**src/rtl/pasf_pkg.sv**
```systemverilog
package pasf_pkg;

    // coordinate and accumulator widths
    localparam int COORD_BITS    = 16;
    localparam int ACC_FRAC      = 16;
    localparam int XW            = COORD_BITS + ACC_FRAC + 3;
    localparam int ZW            = 24;
    localparam int ACCW          = ZW + 2;
    localparam int CORDIC_ITERS  = 20;
    localparam int SECTOR_SLOTS  = 3;

    // configuration port
    localparam int CFG_IDX_BITS  = 3;
    localparam int CFG_DATA_BITS = 15;

    localparam logic [CFG_IDX_BITS-1:0] REG_START_0 = 3'd0;
    localparam logic [CFG_IDX_BITS-1:0] REG_END_0   = 3'd1;
    localparam logic [CFG_IDX_BITS-1:0] REG_ENABLE  = 3'd6;

    // angle constants in degrees
    localparam int DEG90  = 90;
    localparam int DEG180 = 180;
    localparam int DEG270 = 270;
    localparam int DEG360 = 360;

    typedef struct packed {
        logic signed [COORD_BITS-1:0] x_coord;
        logic signed [COORD_BITS-1:0] y_coord;
        logic signed [COORD_BITS-1:0] z_coord;
        logic        [2:0]            channel_tag;
        logic                         cloud_last;
    } t_point_in;

    typedef struct packed {
        logic signed [COORD_BITS-1:0] out_x;
        logic signed [COORD_BITS-1:0] out_y;
        logic signed [COORD_BITS-1:0] out_z;
        logic        [2:0]            out_channel;
        logic                         keep;
        logic                         out_last;
    } t_point_out;

    // rotation state carried down the cell chain
    typedef struct packed {
        logic signed [XW-1:0] x;
        logic signed [XW-1:0] y;
        logic signed [ZW-1:0] z;
        logic                 base_180;
        logic                 origin;
        t_point_in            pt;
    } t_cordic;

    // sector bounds and enables seen by the output stage
    typedef struct packed {
        logic [SECTOR_SLOTS-1:0][CFG_DATA_BITS-1:0] lo_b;
        logic [SECTOR_SLOTS-1:0][CFG_DATA_BITS-1:0] hi_b;
        logic [SECTOR_SLOTS-1:0]                    enable;
    } t_sector_cfg;

    // atan(2^-i) in degrees, 16 fraction bits, rounded
    function automatic logic signed [ZW-1:0] atan_step(input int idx);
        logic signed [ZW-1:0] v;
        begin
            case (idx)
                0:       v = 24'sd2949120;
                1:       v = 24'sd1740967;
                2:       v = 24'sd919879;
                3:       v = 24'sd466945;
                4:       v = 24'sd234379;
                5:       v = 24'sd117304;
                6:       v = 24'sd58666;
                7:       v = 24'sd29335;
                8:       v = 24'sd14668;
                9:       v = 24'sd7334;
                10:      v = 24'sd3667;
                11:      v = 24'sd1833;
                12:      v = 24'sd917;
                13:      v = 24'sd458;
                14:      v = 24'sd229;
                15:      v = 24'sd115;
                16:      v = 24'sd57;
                17:      v = 24'sd29;
                18:      v = 24'sd14;
                19:      v = 24'sd7;
                default: v = '0;
            endcase
            return v;
        end
    endfunction

endpackage

```
**src/rtl/pasf_cell.sv**
```systemverilog
module pasf_cell
    import pasf_pkg::*;
#(
    parameter int STEP = 0
)(
    input  logic    i_clk,
    input  logic    i_rst_n,
    input  logic    i_valid,
    output logic    o_ready,
    input  t_cordic i_cell,
    output logic    o_valid,
    input  logic    i_ready,
    output t_cordic o_cell
);

    localparam logic signed [ZW-1:0] ANGLE = atan_step(STEP);

    logic    r_valid;
    t_cordic r_cell;
    t_cordic n_cell;
    logic    advance;
    logic signed [XW-1:0] dx;
    logic signed [XW-1:0] dy;

    assign advance = !r_valid || i_ready;
    assign o_ready = advance;

    // one vectoring micro-rotation, driving y toward zero
    always_comb begin
        dx     = i_cell.y >>> STEP;
        dy     = i_cell.x >>> STEP;
        n_cell = i_cell;
        if (!i_cell.y[XW-1]) begin
            n_cell.x = i_cell.x + dx;
            n_cell.y = i_cell.y - dy;
            n_cell.z = i_cell.z + ANGLE;
        end else begin
            n_cell.x = i_cell.x - dx;
            n_cell.y = i_cell.y + dy;
            n_cell.z = i_cell.z - ANGLE;
        end
    end

    // valid flag
    always_ff @(posedge i_clk) begin
        if (!i_rst_n) begin
            r_valid <= 1'b0;
        end else if (advance) begin
            r_valid <= i_valid;
        end
    end

    // word register
    always_ff @(posedge i_clk) begin
        if (advance && i_valid) begin
            r_cell <= n_cell;
        end
    end

    assign o_valid = r_valid;
    assign o_cell  = r_cell;

endmodule

```
**config.mk**
```make
export PLATFORM = sky130hd
export DESIGN_NAME = pasf_cell
export DESIGN_NICKNAME = d
export VERILOG_FILES = /design/src/rtl/pasf_pkg.sv /design/src/rtl/pasf_cell.sv
export SDC_FILE = /design/constraint.sdc
export NUM_CORES = 1
export LEC_CHECK = 0
export ABC_AREA = 1
export CORE_AREA = 4 4 167 136
export DETAILED_ROUTE_END_ITERATION = 10
export DIE_AREA = 0 0 171 140
export DONT_BUFFER_PORTS = 1
export PLACE_DENSITY_LB_ADDON = 0.15
export SLEW_MARGIN = 20
export SYNTH_ARGS = -nofsm -noshare
export SYNTH_HDL_FRONTEND = slang
export SYNTH_SLANG_ARGS = --single-unit
export TNS_END_PERCENT = 1
```
**constraint.sdc**
```tcl
create_clock -name i_clk -period 32.5 [get_ports i_clk]
set_input_delay 8.125 -clock i_clk [delete_from_list [all_inputs] [get_ports i_clk]]
set_output_delay 8.125 -clock i_clk [all_outputs]
set_load 0.02 [all_outputs]
```
==> flow_summary.json <==
{
  "area.growth.synth_to_final_pct": 5.23,
  "worstPathArrival_ns": 8.39,
  "ir_drop_mv": 0.0297,
  "clk_pin_slew_ns": 0.07,
  "min-delay-start": "o_valid",
  "die_w_um": 171,
  "holdPathStages": 2,
  "reg2regPathDepth": 2,
  "post_dp_cell_area_mm2": 0.0125,
  "max_freq_mhz": 60.6,
  "utilization_pct": 61.7,
  "track_usage_pct": 33.0,
  "rsz0062_at_grt": "false",
  "cts_hold_buf": 0,
  "cts_buffer_depth": 2,
  "final.period_utilization_pct": 50.8,
  "final_nets": 1962,
  "p_int_mw": 0.397,
  "ys_ff_latch": 148,
  "drcViolationCount": 0,
  "cpMaxStageDelayCell": "nand2_1",
  "ant_nets": 0,
  "rr_endpoint": "o_cell[31]",
  "maxSlewViolCount": 0,
  "status": "finished clean",
  "wl_met2_mm": 17.7,
  "top_layer": "met4",
  "cts_resized": 0,
  "switchingPower_mw": 0.236,
  "cts_num_sinks": 148,
  "start_util_pct": 58.7,
  "max-slew-margin-rel_pct": 34.2,
  "cp_cell_sequence": "inv_1 -> nand2_1",
  "cts_tree": "built",
  "grt_max_degree": 83,
  "viasPerCell": 5.84,
  "drt_iter0_markers": 1444,
  "synth_warnings": 0,
  "ys_seq_area_share_pct": 35.5,
  "gp_congestion": 0.983,
  "post-place-cells": 1952,
  "clkLatencyLatePin_ns": 0.44,
  "finalWorstSetupSlack_ns": 15.99,
  "worstReg2RegStart": "o_valid",
  "tns_ns": 0,
  "met1_length_mm": 17.4,
  "period_needed_ns": 16.51,
  "worstSetupStartpointType": "input pin",
  "io_pins": 302,
  "overflow": 0,
  "wl_per_cell_um": 20.5,
  "port_buffers": 0,
  "maxCapViolations": 0,
  "setup_viol": 0,
  "fin_area_mm2": 0.0131,
  "hold_class": "reg -> reg",
  "cp-end-kind": "output port",
  "final_cell_mix": "nand2_1, inv_1, nand3_1",
  "synth_cells": 1721,
  "grt_first_pass_wirelength_mm": 61.1,
  "critical-path-max-stage-delay_ns": 0.17,
  "first_pass_iters": 6,
  "grt_pass1_vias": 11000,
  "crit_family": "simple AND/OR/NAND/NOR gates",
  "ff2ff_setup_slack_ns": 30.13,
  "combPwrFrac_pct": 25.3,
  "netlist_area_mm2": 0.0125,
  "worst_pin_slew_ns": 0.987,
  "final_cells": 1983,
  "vias": 11600,
  "wl_mm": 40.7,
  "critPathRequiredTime_ns": 24.37,
  "antenna_cells": 0,
  "wl_met3_mm": 4.48,
  "fp-row-count": 48,
  "synth_edf_count": 147,
  "syn_nets": 1987,
  "synth_flop_cell": "edfxtp_1",
  "fin_worst_skew_ns": 0.00834,
  "clkPwrFrac_pct": 33.3,
  "cts_root_buffer": "clkbuf_16",
  "dpl.hpwl_mm": 32.8,
  "yosysUniqueCellTypes": 42,
  "min_to": "o_valid",
  "antenna_found_initial": 0,
  "p_sw_share_pct": 37.3,
  "post_cts_buffers": 0,
  "core-area_mm2": 0.0213,
  "seq_power_share_pct": 41.5,
  "hold_violations": 0,
  "worst-path-buf-inv": 1,
  "dp_slack_ns": 15.98,
  "numCtsBuffers": 17,
  "dieArea_mm2": 0.0239,
  "critPathKind": "in -> out",
  "htreeDepth": 4,
  "crit_path_max_fanout": 2,
  "mostFrequentLayoutCell": "nand2_1",
  "synth.avg_cell_area_um2": 7.25,
  "die_y_um": 140,
  "async_reset_ff_share_pct": 0,
  "p_leak_nw": 6.28,
  "drive_gt1_share_pct": 4.63,
  "p_per_area_mw_per_mm2": 48.2
}
[cells by family (layout without fill, tap and decap cells)]
logic type,Yosys count,in the layout,synth area share [%]
adders and majority gates,114,114,11.7
muxes,1,1,0.0802
and+or+nand+nor,858,858,29.1
DFF,148,148,35.5
AOI/OAI and AO/OA,258,258,10.9
buffers and inverters,312,299,10.5
xor gates and xnor gates,30,30,2.11
[worst max-delay path by stage]
| stage | cells after the start | slack (ns) | to | from |
|---|---|---|---|---|
| 2_1_floorplan | 2 | 16.06 | o_ready | i_ready |
| 3_3_place_gp | 2 | 16.00 | o_ready | i_ready |
| 3_5_place_dp | 2 | 15.98 | o_ready | i_ready |
| 4_1_cts | 2 | 15.98 | o_ready | i_ready |
| 5_1_grt | 2 | 15.97 | o_ready | i_ready |
| 6_report | 2 | 15.99 | o_ready | i_ready |
[layer usage]
metal | vias to the layer above | GRT usage (%)
met5 | - | 0
met4 | 0 | 8.67
li1 | 5523 | -
met3 | 100 | 7.93
met1 | 5302 | 47.7
met2 | 652 | 50.0
[sequential cells by signal, indices dropped and copies added (netlist names)]
name,count
o_valid,1
o_cell,147
[power by group through the flow]
stage / combinational [mW] / clock (mW) / sequential [mW]
4_1_cts: 0.155 / 0.210 / 0.263
3_5_place_dp: 0.153 / 0 / 0.266
2_1_floorplan: 0.116 / 0 / 0.266
5_1_grt: 0.177 / 0.220 / 0.264
3_3_place_gp: 0.151 / 0 / 0.266
6_report: 0.160 / 0.210 / 0.262
[synth_stat cells, types with 3 or more instances]
cell | instances | area share [%]
o21bai_1 | 14 | 0.84
nor2_4 | 5 | 0.45
nor3_2 | 3 | 0.24
ha_1 | 110 | 11
nor3_1 | 8 | 0.32
buf_6 | 6 | 0.54
nand2_1 | 487 | 15
xnor2_1 | 4 | 0.28
o22ai_1 | 8 | 0.40
or2_2 | 3 | 0.15
nor2_1 | 144 | 4.3
o21ai_1 | 12 | 0.48
buf_4 | 22 | 1.3
inv_2 | 4 | 0.12
fa_1 | 4 | 0.64
inv_1 | 261 | 7.9
nand2_2 | 15 | 0.75
edfxtp_1 | 147 | 35
o211ai_1 | 3 | 0.18
nand4_1 | 14 | 0.70
o21ai_0 | 86 | 3.5
nand3_1 | 158 | 6.3
a21oi_1 | 126 | 5.1
buf_2 | 11 | 0.44
and2_1 | 4 | 0.20
xor2_1 | 26 | 1.8
clkbuf_1 | 8 | 0.24
nor2_2 | 9 | 0.45
[cell type report]
class | instances | area [um2]
timing repair buffer | 3 | 22.5
multi-input combinational | 1261 | 6740
inverter | 265 | 995
clock buffer | 17 | 425
sequential | 148 | 4430
fill | 1937 | 8130
clock inverter | 14 | 166
tap | 275 | 344
[through the flow]
step	total power, mW	hold slack [ns]
finish	0.632	0.824
global route	0.661	0.855
CTS	0.628	0.830
detailed placement	0.420	0.824
global placement	0.417	0.791
floorplan	0.382	0.729
Power figures use the tool's default switching activity.
