$ cat src/rtl/pasf_pkg.sv
package pasf_pkg;

    // coordinate and accumulator widths
    localparam int COORD_BITS    = 16;
    localparam int ACC_FRAC      = 16;
    localparam int XW            = COORD_BITS + ACC_FRAC + 3;
    localparam int ZW            = 24;
    localparam int ACCW          = ZW + 2;
    localparam int CORDIC_ITERS  = 20;
    localparam int SECTOR_SLOTS  = 3;

    // configuration port
    localparam int CFG_IDX_BITS  = 3;
    localparam int CFG_DATA_BITS = 15;

    localparam logic [CFG_IDX_BITS-1:0] REG_START_0 = 3'd0;
    localparam logic [CFG_IDX_BITS-1:0] REG_END_0   = 3'd1;
    localparam logic [CFG_IDX_BITS-1:0] REG_ENABLE  = 3'd6;

    // angle constants in degrees
    localparam int DEG90  = 90;
    localparam int DEG180 = 180;
    localparam int DEG270 = 270;
    localparam int DEG360 = 360;

    typedef struct packed {
        logic signed [COORD_BITS-1:0] x_coord;
        logic signed [COORD_BITS-1:0] y_coord;
        logic signed [COORD_BITS-1:0] z_coord;
        logic        [2:0]            channel_tag;
        logic                         cloud_last;
    } t_point_in;

    typedef struct packed {
        logic signed [COORD_BITS-1:0] out_x;
        logic signed [COORD_BITS-1:0] out_y;
        logic signed [COORD_BITS-1:0] out_z;
        logic        [2:0]            out_channel;
        logic                         keep;
        logic                         out_last;
    } t_point_out;

    // rotation state carried down the cell chain
    typedef struct packed {
        logic signed [XW-1:0] x;
        logic signed [XW-1:0] y;
        logic signed [ZW-1:0] z;
        logic                 base_180;
        logic                 origin;
        t_point_in            pt;
    } t_cordic;

    // sector bounds and enables seen by the output stage
    typedef struct packed {
        logic [SECTOR_SLOTS-1:0][CFG_DATA_BITS-1:0] lo_b;
        logic [SECTOR_SLOTS-1:0][CFG_DATA_BITS-1:0] hi_b;
        logic [SECTOR_SLOTS-1:0]                    enable;
    } t_sector_cfg;

    // atan(2^-i) in degrees, 16 fraction bits, rounded
    function automatic logic signed [ZW-1:0] atan_step(input int idx);
        logic signed [ZW-1:0] v;
        begin
            case (idx)
                0:       v = 24'sd2949120;
                1:       v = 24'sd1740967;
                2:       v = 24'sd919879;
                3:       v = 24'sd466945;
                4:       v = 24'sd234379;
                5:       v = 24'sd117304;
                6:       v = 24'sd58666;
                7:       v = 24'sd29335;
                8:       v = 24'sd14668;
                9:       v = 24'sd7334;
                10:      v = 24'sd3667;
                11:      v = 24'sd1833;
                12:      v = 24'sd917;
                13:      v = 24'sd458;
                14:      v = 24'sd229;
                15:      v = 24'sd115;
                16:      v = 24'sd57;
                17:      v = 24'sd29;
                18:      v = 24'sd14;
                19:      v = 24'sd7;
                default: v = '0;
            endcase
            return v;
        end
    endfunction

endpackage

$ cat src/rtl/pasf_prep.sv
module pasf_prep
    import pasf_pkg::*;
(
    input  logic      i_clk,
    input  logic      i_rst_n,
    input  logic      i_valid,
    output logic      o_ready,
    input  t_point_in i_pt,
    output logic      o_valid,
    input  logic      i_ready,
    output t_cordic   o_cell
);

    logic    r_valid;
    t_cordic r_cell;
    t_cordic n_cell;
    logic    advance;
    logic signed [XW-1:0] x_ext;
    logic signed [XW-1:0] y_ext;

    assign advance = !r_valid || i_ready;
    assign o_ready = advance;

    // scale to accumulator units, fold left half plane onto right
    always_comb begin
        x_ext = XW'(i_pt.x_coord) <<< ACC_FRAC;
        y_ext = XW'(i_pt.y_coord) <<< ACC_FRAC;
        n_cell.pt       = i_pt;
        n_cell.z        = '0;
        n_cell.origin   = (i_pt.x_coord == '0) && (i_pt.y_coord == '0);
        n_cell.base_180 = i_pt.x_coord[COORD_BITS-1];
        if (i_pt.x_coord[COORD_BITS-1]) begin
            n_cell.x = -x_ext;
            n_cell.y = -y_ext;
        end else begin
            n_cell.x = x_ext;
            n_cell.y = y_ext;
        end
    end

    // valid flag
    always_ff @(posedge i_clk) begin
        if (!i_rst_n) begin
            r_valid <= 1'b0;
        end else if (advance) begin
            r_valid <= i_valid;
        end
    end

    // word register
    always_ff @(posedge i_clk) begin
        if (advance && i_valid) begin
            r_cell <= n_cell;
        end
    end

    assign o_valid = r_valid;
    assign o_cell  = r_cell;

endmodule

$ cat config.mk
export PLATFORM = sky130hd
export DESIGN_NAME = pasf_prep
export DESIGN_NICKNAME = d
export VERILOG_FILES = /design/src/rtl/pasf_pkg.sv /design/src/rtl/pasf_prep.sv
export SDC_FILE = /design/constraint.sdc
export NUM_CORES = 1
export LEC_CHECK = 0
export BUFFER_PORTS_ARGS = -buffer_cell sky130_fd_sc_hd__buf_4
export CORE_UTILIZATION = 45
export DETAILED_ROUTE_END_ITERATION = 12
export PLACE_DENSITY = 0.87
export REMOVE_ABC_BUFFERS = 1
export SETUP_SLACK_MARGIN = 0.1
export SLEW_MARGIN = 25
export SYNTH_ARGS = -nofsm -noshare
export SYNTH_HDL_FRONTEND = slang
export SYNTH_SLANG_ARGS = --single-unit
$ cat constraint.sdc
create_clock -name i_clk -period 4.4 [get_ports i_clk]
set_clock_uncertainty 0.2 [all_clocks]
set_input_delay 0.66 -clock i_clk [delete_from_list [all_inputs] [get_ports i_clk]]
set_output_delay 0.66 -clock i_clk [all_outputs]
set_load 0.03 [all_outputs]
==> run metrics, run 1 <==
status=finished clean; f_max=433 MHz; worst hold path type=input pin to flop; critical path fanouts, max=4; nets@finish=470; Site Rows=33; WL/cell=15.0 um; n_diodes=0; I/O pin cnt=roughly 210; max-slew violation count=0; total gr overflow=0; initial core utilization=46.5%; initial antenna violation count=0; fillers=632; postcts setup bufs=0; # port buffers=about 150; Avg Synthesized Cell Area=roughly 15 sq um; CP startpoint kind=input pin; clock transition at the registers of the reported paths=approximately 0.09 ns; clk buf depth=2; count of antenna-violating nets left after detailed routing=0; Cell Area, Synth=between 3000 and 4000 sq um; CP max stage delay=around 0.65 ns; Vert. Die Dim=94.4 um; Detailed Route WL=approximately 7900 um; synthesized flop and latch total=90; HPWL Detailed=around 5700 um; Setup TNS=0 ns; Leak=2.12 nW; Worst Setup SP=i_pt[41]; H-Tree Depth=3; cells after synthesis=255; synthesis-to-finish area growth=33.2%; Post-Place Cells=between 500 and 600; CP delay by family, top=simple AND/OR/NAND/NOR gates; Die W=approximately 94 um; worst vdd ir=211 uV; crit path cell chain=buf_4 -> nor4_1 -> nand3_1 -> o41ai_1 -> xnor2_1; GPL Wtd Cong=0.724; Power Density=roughly 400 nW/um^2; Critical Path RT=4.30 ns; Final Hold Slack=~0.28 ns; commonest non-fill, non-tap cell in the layout=buf_4; Root Driver=clkbuf_8; Synthesis Warnings=0; CTS Hold Buffers Added=0; drt initial violations=between 70 and 80; Overall Global Routing Usage=16.9%; actual slew at the worst max-slew pin=0.722 ns; post-cts sizing count=0; first-pass GRT wire length=around 11000 um; CP Data Arrival Time=approximately 2.2 ns; MaxCap Viol Count=0; fraction of layout cells with a size suffix above 1=between 40% and 50%; final period utilization=52.5%; post-route insts no fill=522; pre-CTS WS=1.79 ns; Slew Limit Headroom=51.4%; CTS Sinks=90; Yosys cell types=30; Die ar.=8910 sq um; worst reg2reg startpoint=o_valid; number of global-route vias before repair=2106; RSZ-0062 raised after global routing=no; worst path buffer plus inverter count=1; largest net degree at the start of global routing=56; DR vias/cell=4.59; Final min period=about 2.3 ns; vias=approximately 2400; Critical Path Sink Type=flop; Final Hold Vio Count=0; fin util=between 60 and 70%; endpoints failing setup=0; floorplan core area=8260 sq um; Clock Latency Late Sink=around 0.35 ns; drt pass-1 iters=4; CTS tree=built; Slowest-stage cell, CP=nor4_1; DRC viols=0; Worst Hold Launch=i_pt[17]; Setup WS post-layout=between 2 and 2.5 ns; sequential area share after synthesis=about 70%; TritonCTS Buffers=9; Crit Path Class=input pin to flop; most frequent cells in the layout=buf_4, edfxtp_1, conb_1
==> logic make-up (layout without fill, tap and decap cells) <==
logic type / after synthesis / in the layout / share of synthesized area (%)
AOI/OAI and AO/OA: 23 / 23 / 4.20
DFF: 90 / 90 / 70.1
buffers and inverters: 68 / 172 / 12.4
adders and majority gates: 2 / 2 / 0.651
other: 1 / 59 / 0.0976
and+or+nand+nor: 44 / 44 / 6.42
xor gates and xnor gates: 27 / 27 / 6.15
==> worst paths after layout <==
kind | to | slack (ns) | cells past startpoint
worst min register to register | o_valid | 0.37 | 2
worst max-delay path | o_cell[141] | 2.09 | 5
worst min-delay path | o_cell[17] | 0.28 | 1
worst max register to register | o_cell[140] | 2.70 | 4
==> cell type report <==
class	count	area, sq um	share of cell area [%]
Sequential cell	90	2690	52.6
Timing Repair Buffer	151	1170	22.8
Multi-Input combinational cell	155	893	17.5
Tap cell	105	131	2.57
Clock buffer	10	128	2.49
Clock inverter	6	88.8	1.74
Inverter	5	18.8	0.367
==> cell usage after synthesis <==
| cell type | count | area (sq um) |
|---|---|---|
| edfxtp_1 | 89 | 2670 |
| buf_4 | 59 | 443 |
| xnor2_1 | 27 | 236 |
| nand2_1 | 14 | 52.6 |
| o21ai_0 | 11 | 55.1 |
| o31ai_1 | 8 | 60.1 |
| nand2b_1 | 6 | 37.5 |
| inv_1 | 5 | 18.8 |
| clkbuf_1 | 4 | 15.0 |
| nor3_1 | 4 | 20.0 |
| nand3_1 | 3 | 15.0 |
| nor2_1 | 3 | 11.3 |
| ha_1 | 2 | 25.0 |
| nand3b_1 | 2 | 15.0 |
| nor4_1 | 2 | 12.5 |
| o41ai_1 | 2 | 17.5 |
| a21boi_0 | 1 | 7.51 |
| and2_1 | 1 | 6.26 |
| and3_1 | 1 | 6.26 |
| and4_1 | 1 | 8.76 |
| conb_1 | 1 | 3.75 |
| dfxtp_1 | 1 | 20.0 |
| nor2b_1 | 1 | 6.26 |
| nor3_2 | 1 | 10.0 |
| nor4b_1 | 1 | 8.76 |
| o31ai_4 | 1 | 21.3 |
| or3_1 | 1 | 6.26 |
| or3_4 | 1 | 11.3 |
| or4_1 | 1 | 7.51 |
| or4_4 | 1 | 11.3 |
==> power breakdown <==
group          internal, mW  switching [mW]
logic                 0.131           0.269
registers              1.01          0.0166
clock network         0.323           0.291
==> state kept, by name (all words and copies together), names as in the netlist <==
| register | flops |
|---|---|
| o_cell | 89 |
| o_valid | 1 |
==> routing by layer <==
metal  track usage [%]  wire, um
met4              6.15       104
met1              19.8      3030
met5                 0         0
met2              29.6      4060
met3              4.51       658
==> metrics by stage <==
stage / instance area [sq um] / power [mW]
floorplan: 3600 / 1.29
global placement: 4850 / 1.43
detailed placement: 4900 / 1.45
CTS: 5120 / 2.06
global route: 5120 / 2.11
finish: 5120 / 2.04
(Power assumes the default switching activity.)
==> inputs of run 2 (changes only) <==
- ABC_AREA: unset -> 1
- CORE_UTILIZATION: 45 -> 41
- PLACE_DENSITY: 0.87 -> 0.83
- clock period: 4.4 -> 2 ns (I/O delays scaled with it)
==> run metrics, run 2 <==
vias=2913; Synth area leader=edfxtp_1; initial antenna violation count=0; number of enable flip-flop cells after synthesis=89; reg2reg path depth=2; synthesis-to-finish area growth=44.7%; Cell Area, Synth=roughly 4100 sq um; DR vias/cell=4.23; Synthesis Warnings=0; post-place instance area=between 5000 and 6000 sq um; Die W=102 um; top post-synthesis cells by count=edfxtp_1, nand2_1, buf_4; WL/cell=between 10 and 15 um; floorplan core area=just under 10000 sq um; drt pass-1 iters=4; total gr overflow=0; I/O pin cnt=roughly 210; Slowest-stage cell, CP=dlygate4sd3_1; Post-Place Cells=620; clock transition at the registers of the reported paths=0.09 ns; status=finished clean; hold path cells=3; post-route insts no fill=about 700; HPWL Detailed=slightly below 6000 um; Crit Path Class=input pin to flop; nets@finish=between 600 and 700; CP max stage delay=about 0.54 ns; Leak=around 2.7 nW; CP delay by family, top=buffers and inverters; cells after synthesis=about 340; first-pass GRT wire length=between 10000 and 15000 um; Yosys top cell area share=around two thirds; worst vdd ir=394 uV; clk buf depth=2; Final Power=about 4.6 mW; postcts setup bufs=0; Detailed Route WL=roughly 8700 um; CTS Sinks=90; Critical Path RT=1.91 ns; commonest non-fill, non-tap cell in the layout=buf_4; Largest register FFs=89; R2R Path End=o_cell[142]; Yosys cell types=26; worst hold path type=input pin to flop; TritonCTS Buffers=9; worst reg2reg startpoint=o_valid; MaxCap Viol Count=0; Site Rows=36; Power Density=773 nW/um^2; Worst Hold End=o_valid; Overall Global Routing Usage=roughly 17%; RSZ-0062 raised after global routing=yes; ys flop type=edfxtp_1; top-count cell post-synth=edfxtp_1; worst path buffer plus inverter count=3; post-synthesis async set-or-reset flop share=0%; f_max=roughly 550 MHz; Die ar.=slightly above 10000 sq um; H-Tree Depth=3; worst reg2reg setup slack=roughly 0.47 ns; CP Data Arrival Time=roughly 1.7 ns; # port buffers=between 100 and 150; CP startpoint kind=input pin; largest net degree at the start of global routing=90; GPL Wtd Cong=between 0.8 and 0.9; Root Driver=clkbuf_8; Avg Synthesized Cell Area=approximately 12 sq um; Worst Hold Launch=i_valid; sequential area share after synthesis=between 60% and 70%; max-slew violation count=0; DRC viols=0; most frequent CP cell=nand2_2; Setup TNS=0 ns; top post-synthesis cells by area=edfxtp_1, buf_4, nand2_1; crit path cell chain=dlygate4sd3_1 -> buf_4 -> inv_2 -> ha_4 -> nand2_2 -> nor2_4 -> nand2_2 -> nand2_4 -> nand2_2 -> nand2_1 -> nand2_1; most frequent cells in the layout=buf_4, edfxtp_1, nand2_1; endpoints failing setup=0; drt initial violations=slightly below 80; Vert. Die Dim=roughly 100 um; Final min period=1.82 ns; Final Hold Vio Count=0; n_diodes=0; number of global-route vias before repair=around 2700; count of antenna-violating nets left after detailed routing=0; Final Cell Area=5890 sq um; Clock Latency Late Sink=around 0.35 ns; Critical Path Sink Type=flop; final period utilization=approximately nine tenths; critical path fanouts, max=3; fraction of layout cells with a size suffix above 1=roughly 33%; initial core utilization=42.1%; CTS tree=built; synthesized flop and latch total=90
==> run 2: cell count changes in the layout (fill, tap and decap cells not counted), moves of 4 or more <==
cell           delta
nand2b_1          -6
inv_1            +27
dlygate4sd3_1    +52
nand2_2           +5
xnor2_1          -24
nand2_1          +53
o31ai_1           -8
nor2_1           +18
xor2_1           +12
nand3_1          +15
o21ai_0           -4
==> run 2: metal layers <==
layer / up-vias / GRT usage (%) / wire (um)
li1: 1420 / - / -
met1: 1332 / 18.2 / 3330
met2: 144 / 31.1 / 4600
met3: 17 / 4.49 / 628
met4: 0 / 7.02 / 167
met5: - / 0 / 0
==> run 2: cell families after synthesis <==
group	synth area share, %
AOI/OAI and AO/OA	1.72
xor gates and xnor gates	3.63
adders and majority gates	0.614
buffers and inverters	14.6
DFF	66.1
other	0.0921
and+or+nand+nor	13.2
==> run 2: how the worst max path moves through the flow <==
stage / from / depth (start not counted) / end
4_1_cts: i_pt[37] / 11 / o_cell[141]
5_1_grt: i_pt[37] / 11 / o_cell[141]
6_report: i_pt[36] / 11 / o_cell[141]
2_1_floorplan: o_valid / 1 / o_cell[0]
3_5_place_dp: i_pt[20] / 10 / o_cell[108]
3_3_place_gp: i_pt[20] / 10 / o_cell[108]
==> run 2: through the flow <==
step,util (%),setup WS (ns),hold WS [ns]
after floorplan,-,-3.55,0.199
after global placement,53.1,0.254,0.278
after detailed placement,53.1,0.213,0.280
after CTS,60.7,0.120,0.0560
after global routing,60.9,0.0967,0.0924
final,60.9,0.178,0.0701
==> run 2: timing repair <==
item	4_1_cts	5_1_grt
hold buffers	52	0
resized for setup	0	6
endpoints found under the setup margin	0	7
hold endpoints to repair	52	0
==> run 2: area by class of cell <==
type,count,area [sq um]
inverter,34,128
multi-input combinational,212,1030
tap,133,166
sequential,90,2690
clock inverter,5,78.8
fill,773,3790
timing repair buffer,203,1670
clock buffer,11,131
==> run 2: worst reg2reg max path, stage by stage (launching register included) <==
cell and delay (ns):
dfxtp_1 0.35, a21oi_4 0.17, buf_12 0.40
==> run 2: where the power goes <==
part	total, mW	internal (mW)	switching [mW]
clock network	1.31	0.701	0.612
registers	2.26	2.23	0.0371
logic	0.981	0.344	0.637
