==> src/rtl/pasf_pkg.sv <==
package pasf_pkg;

    // coordinate and accumulator widths
    localparam int COORD_BITS    = 16;
    localparam int ACC_FRAC      = 16;
    localparam int XW            = COORD_BITS + ACC_FRAC + 3;
    localparam int ZW            = 24;
    localparam int ACCW          = ZW + 2;
    localparam int CORDIC_ITERS  = 20;
    localparam int SECTOR_SLOTS  = 3;

    // configuration port
    localparam int CFG_IDX_BITS  = 3;
    localparam int CFG_DATA_BITS = 15;

    localparam logic [CFG_IDX_BITS-1:0] REG_START_0 = 3'd0;
    localparam logic [CFG_IDX_BITS-1:0] REG_END_0   = 3'd1;
    localparam logic [CFG_IDX_BITS-1:0] REG_ENABLE  = 3'd6;

    // angle constants in degrees
    localparam int DEG90  = 90;
    localparam int DEG180 = 180;
    localparam int DEG270 = 270;
    localparam int DEG360 = 360;

    typedef struct packed {
        logic signed [COORD_BITS-1:0] x_coord;
        logic signed [COORD_BITS-1:0] y_coord;
        logic signed [COORD_BITS-1:0] z_coord;
        logic        [2:0]            channel_tag;
        logic                         cloud_last;
    } t_point_in;

    typedef struct packed {
        logic signed [COORD_BITS-1:0] out_x;
        logic signed [COORD_BITS-1:0] out_y;
        logic signed [COORD_BITS-1:0] out_z;
        logic        [2:0]            out_channel;
        logic                         keep;
        logic                         out_last;
    } t_point_out;

    // rotation state carried down the cell chain
    typedef struct packed {
        logic signed [XW-1:0] x;
        logic signed [XW-1:0] y;
        logic signed [ZW-1:0] z;
        logic                 base_180;
        logic                 origin;
        t_point_in            pt;
    } t_cordic;

    // sector bounds and enables seen by the output stage
    typedef struct packed {
        logic [SECTOR_SLOTS-1:0][CFG_DATA_BITS-1:0] lo_b;
        logic [SECTOR_SLOTS-1:0][CFG_DATA_BITS-1:0] hi_b;
        logic [SECTOR_SLOTS-1:0]                    enable;
    } t_sector_cfg;

    // atan(2^-i) in degrees, 16 fraction bits, rounded
    function automatic logic signed [ZW-1:0] atan_step(input int idx);
        logic signed [ZW-1:0] v;
        begin
            case (idx)
                0:       v = 24'sd2949120;
                1:       v = 24'sd1740967;
                2:       v = 24'sd919879;
                3:       v = 24'sd466945;
                4:       v = 24'sd234379;
                5:       v = 24'sd117304;
                6:       v = 24'sd58666;
                7:       v = 24'sd29335;
                8:       v = 24'sd14668;
                9:       v = 24'sd7334;
                10:      v = 24'sd3667;
                11:      v = 24'sd1833;
                12:      v = 24'sd917;
                13:      v = 24'sd458;
                14:      v = 24'sd229;
                15:      v = 24'sd115;
                16:      v = 24'sd57;
                17:      v = 24'sd29;
                18:      v = 24'sd14;
                19:      v = 24'sd7;
                default: v = '0;
            endcase
            return v;
        end
    endfunction

endpackage

==> src/rtl/pasf_sector.sv <==
module pasf_sector
    import pasf_pkg::*;
#(
    parameter int ANGLE_FRAC_BITS = 6
)(
    input  logic        i_clk,
    input  logic        i_rst_n,
    input  logic        i_valid,
    output logic        o_ready,
    input  t_cordic     i_cell,
    input  t_sector_cfg i_cfg,
    output logic        o_valid,
    input  logic        i_stall,
    output t_point_out  o_word
);

    localparam int BW = 9 + ANGLE_FRAC_BITS;
    localparam int CW = (BW > CFG_DATA_BITS) ? BW : CFG_DATA_BITS;
    localparam logic signed [ACCW-1:0] OFS_90  = ACCW'(DEG90 * (2 ** ACC_FRAC));
    localparam logic signed [ACCW-1:0] OFS_180 = ACCW'(DEG180 * (2 ** ACC_FRAC));
    localparam logic signed [ACCW-1:0] OFS_360 = ACCW'(DEG360 * (2 ** ACC_FRAC));
    localparam logic [BW-1:0] ORIGIN_BEARING = BW'(DEG270) << ANGLE_FRAC_BITS;

    logic       r_valid;
    t_point_out r_word;
    t_point_out n_word;
    logic       advance;
    logic signed [ACCW-1:0] acc;
    logic signed [ACCW-1:0] acc_wrap;
    logic [BW-1:0] bearing;
    logic [CW-1:0] bearing_cmp;
    logic [SECTOR_SLOTS-1:0] hit;

    assign advance = !r_valid || !i_stall;
    assign o_ready = advance;

    // bearing: base + angle - 90 deg, wrapped into one turn
    always_comb begin
        acc = ACCW'(i_cell.z) - OFS_90;
        if (i_cell.base_180) begin
            acc = acc + OFS_180;
        end
        acc_wrap = acc[ACCW-1] ? (acc + OFS_360) : acc;
        if (i_cell.origin) begin
            bearing = ORIGIN_BEARING;
        end else begin
            bearing = acc_wrap[ACC_FRAC+8:ACC_FRAC-ANGLE_FRAC_BITS];
        end
        bearing_cmp = CW'(bearing);
    end

    // inclusive sector match
    always_comb begin
        for (int s = 0; s < SECTOR_SLOTS; s++) begin
            hit[s] = i_cfg.enable[s]
                  && (bearing_cmp >= CW'(i_cfg.lo_b[s]))
                  && (bearing_cmp <= CW'(i_cfg.hi_b[s]));
        end
        n_word.out_x       = i_cell.pt.x_coord;
        n_word.out_y       = i_cell.pt.y_coord;
        n_word.out_z       = i_cell.pt.z_coord;
        n_word.out_channel = i_cell.pt.channel_tag;
        n_word.keep        = ~|hit;
        n_word.out_last    = i_cell.pt.cloud_last;
    end

    // valid flag
    always_ff @(posedge i_clk) begin
        if (!i_rst_n) begin
            r_valid <= 1'b0;
        end else if (advance) begin
            r_valid <= i_valid;
        end
    end

    // output word register
    always_ff @(posedge i_clk) begin
        if (advance && i_valid) begin
            r_word <= n_word;
        end
    end

    assign o_valid = r_valid;
    assign o_word  = r_word;

endmodule

==> config.mk <==
export PLATFORM = sky130hd
export DESIGN_NAME = pasf_sector
export DESIGN_NICKNAME = d
export VERILOG_FILES = /design/src/rtl/pasf_pkg.sv /design/src/rtl/pasf_sector.sv
export SDC_FILE = /design/constraint.sdc
export NUM_CORES = 1
export LEC_CHECK = 0
export BUFFER_PORTS_ARGS = -buffer_cell sky130_fd_sc_hd__buf_2
export CAP_MARGIN = 40
export CORE_AREA = 2 2 115 117
export DETAILED_ROUTE_END_ITERATION = 10
export DIE_AREA = 0 0 117 119
export GPL_TIMING_DRIVEN = 1
export PLACE_DENSITY = 0.7
export SYNTH_ARGS = -nofsm -noshare
export SYNTH_HDL_FRONTEND = slang
export SYNTH_SLANG_ARGS = --single-unit
==> constraint.sdc <==
create_clock -name i_clk -period 5.4 [get_ports i_clk]
set_input_delay 0.27 -clock i_clk [delete_from_list [all_inputs] [get_ports i_clk]]
set_output_delay 0.27 -clock i_clk [all_outputs]
set_load 0.03 [all_outputs]
==> results of run 1 <==
-- placed cells by master (no fill, tap or decap), types with 4 or more instances in the layout --
master     synthesis  layout
a211oi_1           6       6
a21o_1            10      10
a21oi_1           27      27
a221o_1            4       4
buf_2              2     219
clkbuf_16          0       5
edfxtp_1          53      53
ha_1              93      93
inv_1             93      93
nand2_1           14      14
nand2b_1          13      13
nand3_1            5       5
nand4_1           13      13
nor2_1            13      13
nor2b_1           16      16
nor3_1             8       8
o211ai_1           6       6
o21a_1             6       6
o21ai_0           20      20
xnor2_1            5       5
xor2_1             4       4
-- cell families (layout without fill, tap and decap cells) --
| family | Yosys count | count (layout) |
|---|---|---|
| compound gates | 107 | 107 |
| buf+inv | 97 | 323 |
| simple gates | 94 | 94 |
| fa+ha+maj | 93 | 93 |
| flops | 54 | 54 |
| xor+xnor | 9 | 9 |
| mux | 2 | 2 |
| other cells | 0 | 2 |
-- cell type report --
type	count	share of cell area (%)
Timing Repair Buffer	222	18.8
Multi-Input combinational cell	305	42.1
Clock buffer	6	2.17
Antenna cell	2	0.0841
Tap cell	176	3.70
Sequential cell	54	27.1
Inverter	93	5.87
Clock inverter	2	0.231
-- per-stage QoR --
| step | hold slack, ns | total power, W | worst slack (ns) | cell area, um^2 | utilization (%) |
|---|---|---|---|---|---|
| global route | 0.143 | 0.00134 | 0.545 | 5950 | 46.2 |
| floorplan | 0.369 | 0.000800 | 1.32 | 4490 | - |
| detailed placement | 0.448 | 0.000958 | 0.608 | 5800 | 45.1 |
| CTS | 0.141 | 0.00126 | 0.914 | 5950 | 46.2 |
| finish | 0.149 | 0.00125 | 0.891 | 5950 | 46.2 |
| global placement | 0.446 | 0.000953 | 0.660 | 5800 | 45.1 |
-- power by group --
group          leakage (nW)  internal [W]  switching [W]
clock                0.0708      0.000172       0.000132
sequential            0.520      0.000491     0.00000544
combinational          2.57      0.000190       0.000262
-- worst min-delay path by stage --
stage / slack (ns) / endpoint / start / depth (start not counted)
after floorplan: 0.37 / o_word[0]$_DFFE_PP_ / i_cell[0] / 0
after global placement: 0.45 / o_word[16]$_DFFE_PP_ / i_cell[15] / 1
after detailed placement: 0.45 / o_word[15]$_DFFE_PP_ / i_cell[14] / 1
after CTS: 0.14 / o_word[25]$_DFFE_PP_ / i_cell[24] / 1
after global routing: 0.14 / o_word[12]$_DFFE_PP_ / i_cell[11] / 1
final: 0.15 / o_word[33]$_DFFE_PP_ / i_cell[32] / 1
-- critical path: stages --
cell       delay (ns)
buf_2            0.13
inv_1            0.06
ha_1             0.23
xor2_1           0.26
inv_1            0.07
ha_1             0.22
nor2b_1          0.15
xnor2_1          0.15
xnor2_1          0.12
ha_1             0.24
a211oi_1         0.22
xor2_1           0.10
nor2_1           0.54
ha_1             0.38
a21oi_1          0.17
a2bb2oi_1        0.18
o211ai_1         0.11
a221o_1          0.34
a221oi_1         0.45
a221oi_1         0.11
-- flip-flops by register name, indices dropped and copies added (netlist names) --
register / cells
o_valid: 1
o_word: 53
-- layer usage --
| metal | share of wire, % | wire length, um | global-route usage [%] |
|---|---|---|---|
| met5 | 0 | 0 | 0 |
| met3 | 8.6 | 1040 | 2.95 |
| met1 | 44 | 5330 | 21.5 |
| met2 | 46 | 5580 | 30.5 |
| met4 | 1.9 | 232 | 5.44 |
==> qor.csv, run 1 <==
stage;metric;value;unit
synthesis;share of the synthesized area in the top cell type;35.5;%
status;status;finished clean;
synthesis;Main synth FF type;edfxtp_1;
grt;global-route usage over all layers;17.4;%
synthesis;Synth area leaders;edfxtp_1 35%, ha_1 26%, inv_1 7.8%;
clocking;cts hold-fix bufs;0;
pwr;Static Leakage;3.17;nW
synthesis;area leader, netlist;edfxtp_1;
worst_setup_path;Worst Setup SP;i_cell[71];
worst_setup_path;Req. time, crit path;5.41;ns
clocking;CTS H-Tree Depth;2;
synthesis;Syn Area/Cell;9.84;um^2
worst_setup_path;CP Capture Type;flip-flop;
route;number of iterations in the first detailed-routing pass;4;
timing;fin crit share;83.5;%
synthesis;post-synthesis adder-cell area fraction;25.9;%
clocking;post-CTS setup buffers;0;
placed_design;placed cells;850;
placed_design;port bufs;219;
grt;vias in the first global route;3924;
hold_path;Hold/Removal Path Class;in2reg;
placed_design;GP Congestion;0.810;
grt;gr ovfl total;0;
die;Initial Util;34.8;%
timing;final hold vios;0;
worst_setup_path;reg2reg start;o_valid$_SDFFE_PN0N_;
worst_setup_path;reg2reg path depth;3;
final_layout;register area;1610;um^2
route;1st-iter DRT viols;169;
worst_setup_path;FF-to-FF setup slack;3.91;ns
route;final wirelength;12200;um
synthesis;Compound-Gate Fraction of Synth Area;16.2;%
pwr;total power divided by cell area;210;nW/um^2
clocking;CTS Buf Count;5;
final_layout;Synth-to-Final Area Change;32.7;%
worst_setup_path;critical path endpoint;o_word[1]$_DFFE_PP_;
die;chip width;117;um
job;max_cap viols;0;
grt;initial antenna violation count;2;
final_layout;Finished Layout Cells;860;
timing;final setup skew;0.00789;ns
synthesis;Yosys Warn Count;0;
timing;total negative slack;0;ns
die;die area;13900;um^2
synthesis;mux contribution to synthesized area;0.474;%
route;vias per cell;4.79;
die;CORE AREA;12900;um^2
clocking;root buffer cell;clkbuf_16;
synthesis;Mapped Nets;794;
route;WL per Instance;14.2;um
timing;RSZ-0062 raised after global routing;false;
worst_setup_path;RR Endpoint;o_word[48]$_DFFE_PP_;
worst_setup_path;Startpoint Class;primary input;
timing;Slew Viols, Final;0;
die;num rows;42;
clocking;Clk Latency, worst-skew pair;0.29;ns
grt;largest net degree at the start of global routing;51;
placed_design;Detail Placement HPWL;10500;um
synthesis;most common library cells after synthesis;93 x ha_1, 93 x inv_1, 53 x edfxtp_1;
timing;Worst-Margin Slew;0.700;ns
route;DRC;0;
timing;Slew HR;53.3;%
route;Final ANT Viol Nets;0;
clocking;TritonCTS clock tree;yes;
clocking;Clock Sinks;54;
final_layout;area of the multi-input gates;2500;um^2
worst_setup_path;crit path DAT;4.52;ns
worst_setup_path;Setup CP Type;in2reg;
synthesis;Yosys cell types;53;
clocking;clk slew on worst S/H paths;0.07;ns
synthesis;Simple-Gate Fraction of Synth Area;11.4;%
pwr;Max VDD drop;0.111;mV
synthesis;XOR/XNOR Fraction of Synth Area;1.76;%
synthesis;largest family of logic cells by synthesized area;adder cells;
synthesis;Post-synth EDFFs;53;
route;Via Count;4117;
timing;fmax;0.222;GHz
die;die span in y;119;um
synthesis;ys async rst share;0;%
final_layout;Final #Nets;1019;
worst_setup_path;maximum fanout along the worst path;6;
die;# IOs;300;
synthesis;sequential-to-total area share from yosys stat;35.9;%
synthesis;post-synthesis register bit count;54;
synthesis;Cell Area, Synth;4490;um^2
timing;min cycle time layout;4.51;ns
timing;Final setup viols;0;
final_layout;layout cell share with drive strength beyond 1;34.9;%
clocking;CTS resizes;0;
synthesis;synthesized instance count;456;
grt;global-route wire length before repair;18700;um
final_layout;Fillers;1245;
clocking;Max Buffers Root-to-Sink;2;
Power figures use the tool's default switching activity.
==> inputs of run 2 (changes only) <==
--- a/config.mk
+++ b/config.mk
@@ -7,9 +7,9 @@
 export LEC_CHECK = 0
 export BUFFER_PORTS_ARGS = -buffer_cell sky130_fd_sc_hd__buf_2
 export CAP_MARGIN = 40
-export CORE_AREA = 2 2 115 117
+export CORE_AREA = 2 2 117 119
 export DETAILED_ROUTE_END_ITERATION = 10
-export DIE_AREA = 0 0 117 119
+export DIE_AREA = 0 0 119 121
 export GPL_TIMING_DRIVEN = 1
 export PLACE_DENSITY = 0.7
 export SYNTH_ARGS = -nofsm -noshare
==> constraint.sdc (replaced) <==
create_clock -name i_clk -period 4 [get_ports i_clk]
set_input_delay 0.2 -clock i_clk [delete_from_list [all_inputs] [get_ports i_clk]]
set_output_delay 0.2 -clock i_clk [all_outputs]
set_load 0.03 [all_outputs]
==> qor.csv, run 2 (synthesis gave the netlist of run 1 again) <==
stage;metric;value;unit;change
route;DRC;0;;unchanged
worst_setup_path;maximum fanout along the worst path;4;;-2
worst_setup_path;reg2reg start;o_valid$_SDFFE_PN0N_;;
clocking;clk slew on worst S/H paths;0.07;ns;about the same
clocking;TritonCTS clock tree;yes;;
grt;global-route usage over all layers;16.5;%;-0.86 points
final_layout;Fillers;1251;;+0.48%
worst_setup_path;reg2reg path depth;3;;unchanged
clocking;Clk Latency, worst-skew pair;0.28;ns;about the same
grt;routing usage on met2;30.6;%;+0.11 points
grt;gr ovfl total;0;;unchanged
status;status;finished clean;;
worst_setup_path;RR Endpoint;o_word[18]$_DFFE_PP_;;
worst_setup_path;Bufs and invs on worst path;4;;+1
job;max_cap viols;0;;unchanged
worst_setup_path;Crit path max-delay family;compound AO/OA/AOI/OAI gates;;
worst_setup_path;CP Capture Type;flip-flop;;
clocking;CTS H-Tree Depth;2;;unchanged
route;number of iterations in the first detailed-routing pass;7;;+3
worst_setup_path;Max stage delay on crit path;0.50;ns;-0.04 ns
die;num rows;42;;unchanged
pwr;Tot Pwr;0.00179;W;+43%
timing;final setup skew;0.00475;ns;-0.00314 ns
grt;initial antenna violation count;1;;-1
clocking;cts hold-fix bufs;0;;unchanged
grt;grt met3 use;2.26;%;-0.70 points
worst_setup_path;crit path DAT;3.92;ns;-0.60 ns
worst_setup_path;most used cell, CP;ha_4;;
final_layout;final instance area;6280;um^2;+5.6%
placed_design;GP Congestion;0.846;;+4.4%
hold_path;Hold/Removal Path Class;in2reg;;
worst_setup_path;worst path cell trace;buf_2 > inv_1 > ha_4 > inv_1 > ha_4 > o31ai_1 > or4_4 > a2111o_1 > a211o_1 > a21oi_4 > ha_4 > buf_4 > a2bb2oi_2 > o211ai_1 > a221o_1 > a221oi_4 > a221oi_4;;
timing;fin crit share;97.8;%;
final_layout;layout cell share with drive strength beyond 1;39.1;%;+4.2 points
clocking;CTS Buf Count;5;;unchanged
hold_path;hold worst-path end;o_word[39]$_DFFE_PP_;;
timing;Worst-Margin Slew;0.627;ns;-0.0725 ns
timing;Slew Viols, Final;0;;unchanged
die;die span in y;121;um;+1.7%
worst_setup_path;Setup CP Type;in2reg;;
die;chip width;119;um;+1.7%
route;final wirelength;12100;um;-0.96%
route;WL per Instance;13.7;um;-3.6%
worst_setup_path;CP max-delay cell;or4_4;;
route;1st-iter DRT viols;174;;+3.0%
grt;Top Usage Layer GRT;met2;;
timing;fmax;0.256;GHz;
final_layout;leading cell type in the layout, fill and taps excluded;buf_2;;
timing;final hold vios;0;;unchanged
final_layout;max reg flops;53;;unchanged
timing;min cycle time layout;3.91;ns;
die;Initial Util;34.3;%;-0.56 points
hold_path;WHS Path Cells;1;;unchanged
grt;global-route wire length before repair;18900;um;+0.92%
final_layout;most frequent cells in the layout;219 x buf_2, 92 x inv_1, 89 x ha_1;;
final_layout;Final #Nets;1045;;+2.6%
placed_design;Cell Area, Placed;5980;um^2;+3.1%
die;# IOs;300;;unchanged
timing;Final setup viols;0;;unchanged
placed_design;port bufs;219;;unchanged
worst_setup_path;FF-to-FF setup slack;2.59;ns;-1.32 ns
pwr;Static Leakage;3.32;nW;+4.7%
route;vias per cell;4.69;;-2.0%
final_layout;Inserted Diodes;0;;-2
worst_setup_path;Startpoint Class;primary input;;
route;Final ANT Viol Nets;0;;unchanged
grt;vias in the first global route;4074;;+3.8%
grt;largest net degree at the start of global routing;54;;+5.9%
route;Via Count;4146;;+0.70%
placed_design;Detail Placement HPWL;10400;um;-0.59%
die;die area;14400;um^2;+3.4%
hold_path;Hold Startpoint;i_cell[38];;
die;CORE AREA;13100;um^2;+1.6%
pwr;Max VDD drop;0.175;mV;+58%
grt;M1 GR Usage;20.2;%;-1.3 points
final_layout;Synth-to-Final Area Change;40.1;%;
timing;Slew HR;58.1;%;+4.8 points
worst_setup_path;Req. time, crit path;4.01;ns;-1.40 ns
pwr;total power divided by cell area;285;nW/um^2;+35%
clocking;Max Buffers Root-to-Sink;2;;unchanged
clocking;root buffer cell;clkbuf_16;;
clocking;Clock Sinks;54;;unchanged
[run 2: cell count changes in the layout (fill, tap and decap cells not counted), moves of 2 or more]
cell | before | now
buf_4 | 3 | 28
ha_1 | 93 | 89
ha_4 | 0 | 3
a221oi_1 | 2 | 0
a221oi_4 | 0 | 2
diode_2 | 2 | 0
o21ai_0 | 20 | 18
o21ai_1 | 0 | 2
[run 2: worst max-delay path by stage]
stage	start	slack [ns]	depth (start not counted)	end
6_report	i_cell[71]	0.09	17	o_word[1]$_DFFE_PP_
5_1_grt	i_cell[71]	-0.007	21	o_word[1]$_DFFE_PP_
4_1_cts	i_cell[71]	0.02	19	o_word[1]$_DFFE_PP_
3_5_place_dp	i_cell[71]	-0.38	19	o_word[1]$_DFFE_PP_
3_3_place_gp	i_cell[71]	-0.35	19	o_word[1]$_DFFE_PP_
2_1_floorplan	i_cell[71]	0.03	19	o_word[1]$_DFFE_PP_
[run 2: cell type report]
class / instances / area [um^2] / share of cell area, %
Clock buffer: 7 / 143 / 2.27
Clock inverter: 1 / 8.76 / 0.139
Inverter: 93 / 349 / 5.55
Multi-Input combinational cell: 305 / 2640 / 41.9
Sequential cell: 54 / 1610 / 25.6
Tap cell: 176 / 220 / 3.50
Timing Repair Buffer: 248 / 1320 / 21.0
[run 2: report_power, final]
part / internal [W] / switching, W / total, W
Clock: 0.000251 / 0.000176 / 0.000427
Sequential: 0.000662 / 0.00000697 / 0.000669
Combinational: 0.000314 / 0.000378 / 0.000693
Total: 0.00123 / 0.000561 / 0.00179
[run 2: stage by stage]
stage	TNS (ns)	std cells	worst slack, ns	hold WS [ns]	utilization [%]
5_1_grt	-0.00688	884	-0.00688	0.0713	48.0
6_report	0	884	0.0891	0.0842	48.0
3_5_place_dp	-0.383	873	-0.383	0.378	45.7
2_1_floorplan	0	456	0.0294	0.299	-
3_3_place_gp	-0.347	873	-0.347	0.376	45.7
4_1_cts	0	882	0.0203	0.0796	47.2
[run 2: per-layer routing]
layer  share of wire (%)  wire (um)
met1                  43       5230
met2                  49       5900
met3                 6.1        732
met4                 1.6        191
met5                0.11         13
[run 2: what timing repair did]
action,4_1_cts,5_1_grt
gates resized for setup,5,18
buffers inserted,1,2
endpoints found under the setup margin,1,1
pin swaps,4,9
==> inputs of run 3 (changes only) <==
--- a/config.mk
+++ b/config.mk
@@ -7,11 +7,11 @@
 export LEC_CHECK = 0
 export BUFFER_PORTS_ARGS = -buffer_cell sky130_fd_sc_hd__buf_2
 export CAP_MARGIN = 40
-export CORE_AREA = 2 2 117 119
+export CORE_MARGIN = 2
+export CORE_UTILIZATION = 32
 export DETAILED_ROUTE_END_ITERATION = 10
-export DIE_AREA = 0 0 119 121
 export GPL_TIMING_DRIVEN = 1
-export PLACE_DENSITY = 0.7
+export PLACE_DENSITY = 0.67
 export SYNTH_ARGS = -nofsm -noshare
 export SYNTH_HDL_FRONTEND = slang
 export SYNTH_SLANG_ARGS = --single-unit
==> qor.csv, run 3 (synthesis gave the netlist of run 1 again) <==
stage;metric;value;unit;change
final_layout;most frequent cells in the layout;219 x buf_2, 93 x inv_1, 91 x ha_1;;
grt;gr ovfl total;0;;unchanged
die;# IOs;300;;unchanged
timing;total negative slack;0;ns;unchanged
worst_setup_path;worst path cell trace;buf_2 > inv_1 > ha_1 > xor2_1 > inv_1 > ha_4 > nor3_1 > or4_4 > a2111o_1 > a211o_1 > a21oi_4 > ha_4 > nand4_1 > or2_4 > or3_4 > a221oi_4 > a221oi_2;;
die;num rows;43;;+2.4%
timing;final setup skew;0.0107;ns;+0.00591 ns
route;Final ANT Viol Nets;0;;unchanged
route;vias per cell;4.73;;+0.84%
placed_design;Detail Placement HPWL;10800;um;+3.8%
clocking;CTS Buf Count;5;;unchanged
final_layout;Fillers;1382;;+10%
die;die span in y;122;um;+1.2%
route;Via Count;4176;;+0.72%
grt;global-route wire length before repair;18400;um;-2.5%
timing;fmax;0.261;GHz;+1.9%
route;final wirelength;12600;um;+4.5%
final_layout;post-layout util;45.0;%;-3.0 points
clocking;Clk Latency, worst-skew pair;0.29;ns;about the same
final_layout;max reg flops;53;;unchanged
final_layout;Inserted Diodes;0;;unchanged
die;CORE AREA;13800;um^2;+5.3%
placed_design;port bufs;219;;unchanged
final_layout;Synth-to-Final Area Change;38.2;%;
pwr;Tot Pwr;0.00176;W;-1.9%
worst_setup_path;Setup CP Type;in2reg;;
worst_setup_path;crit path DAT;3.86;ns;-0.06 ns
job;max_cap viols;0;;unchanged
worst_setup_path;maximum fanout along the worst path;4;;unchanged
worst_setup_path;CP Capture Type;flip-flop;;
pwr;Max VDD drop;0.194;mV;+11%
grt;global-route usage over all layers;15.8;%;-0.73 points
pwr;total power divided by cell area;283;nW/um^2;-0.57%
timing;fin crit share;95.9;%;-1.9 points
route;1st-iter DRT viols;132;;-24%
final_layout;leading cell type in the layout, fill and taps excluded;buf_2;;
clocking;Clock Sinks;54;;unchanged
timing;min cycle time layout;3.84;ns;-0.0747 ns
timing;final hold vios;0;;unchanged
worst_setup_path;Max stage delay on crit path;0.52;ns;+0.02 ns
worst_setup_path;Req. time, crit path;4.03;ns;+0.02 ns
clocking;TritonCTS clock tree;yes;;
final_layout;Final #Nets;1040;;-0.48%
grt;largest net degree at the start of global routing;38;;-30%
placed_design;GP Congestion;0.843;;-0.28%
timing;Worst-Margin Slew;0.823;ns;+0.196 ns
timing;Final setup viols;0;;unchanged
die;chip width;122;um;+2.9%
worst_setup_path;CP max-delay cell;or4_4;;
die;Initial Util;32.6;%;-1.7 points
clocking;root buffer cell;clkbuf_16;;
route;DRC;0;;unchanged
grt;vias in the first global route;3921;;-3.8%
worst_setup_path;Startpoint Class;primary input;;
timing;Slew HR;45.1;%;-13 points
timing;Slew Viols, Final;0;;unchanged
clocking;CTS H-Tree Depth;2;;unchanged
status;status;finished clean;;
grt;initial antenna violation count;0;;-1
hold_path;Hold/Removal Path Class;in2reg;;
pwr;Static Leakage;3.29;nW;-0.91%
die;die area;15000;um^2;+4.0%
route;WL per Instance;14.3;um;+4.6%
route;number of iterations in the first detailed-routing pass;4;;-3
final_layout;layout cell share with drive strength beyond 1;38.0;%;-1.1 points
clocking;clk slew on worst S/H paths;0.07;ns;about the same
clocking;Max Buffers Root-to-Sink;2;;unchanged
run 3: what timing repair did:
| action | CTS | global route |
|---|---|---|
| buffers inserted | 0 | 1 |
| pin swaps | 0 | 9 |
| endpoints found under the setup margin | 1 | 1 |
| gates resized for setup | 2 | 12 |
| hold buffers | 0 | 0 |
run 3: per-stage QoR:
stage / hold slack, ns / setup WS (ns) / std cells / area (um^2)
5_1_grt: 0.0676 / -0.0362 / 883 / 6200
2_1_floorplan: 0.299 / 0.0294 / 456 / 4490
4_1_cts: 0.0726 / 0.0107 / 882 / 6120
6_report: 0.0783 / 0.164 / 883 / 6200
3_5_place_dp: 0.378 / -0.364 / 874 / 5970
3_3_place_gp: 0.376 / -0.334 / 874 / 5970
run 3: metal layers:
layer | vias to the layer above | share of wire (%) | GRT usage (%)
met2 | 156 | 49 | 29.5
met4 | 0 | 1.0 | 3.52
met3 | 8 | 7.0 | 1.86
met1 | 1877 | 43 | 19.3
met5 | - | 0 | 0
li1 | 2135 | - | -
run 3: path summary, 6_finish.rpt:
path	startpoint	to	slack [ns]	cells past startpoint
worst max-delay path	i_cell[71]	o_word[1]$_DFFE_PP_	0.16	17
worst min register to register	o_valid$_SDFFE_PN0N_	o_valid$_SDFFE_PN0N_	0.53	2
worst max register to register	o_valid$_SDFFE_PN0N_	o_word[24]$_DFFE_PP_	2.21	3
worst min-delay path	i_cell[34]	o_word[35]$_DFFE_PP_	0.08	1
run 3: final cells by class:
cell class / count / area (um^2) / share of cell area (%)
Clock buffer: 6 / 129 / 2.08
Clock inverter: 2 / 13.8 / 0.222
Inverter: 93 / 349 / 5.63
Multi-Input combinational cell: 305 / 2600 / 41.9
Sequential cell: 54 / 1610 / 26.0
Tap cell: 180 / 225 / 3.63
Timing Repair Buffer: 243 / 1280 / 20.6
run 3: report_power, final:
group / total, W / switching (W) / internal, W
combinational: 0.000671 / 0.000370 / 0.000300
clock: 0.000415 / 0.000182 / 0.000232
sequential: 0.000670 / 0.00000758 / 0.000662
total: 0.00176 / 0.000560 / 0.00119
run 3: critical path: cells and delay by family:
kind / cells / cell delay, ns
simple gates: 5 / 1.39
compound gates: 5 / 1.36
fa+ha+maj: 3 / 0.51
buf+inv: 3 / 0.22
xor+xnor: 1 / 0.17
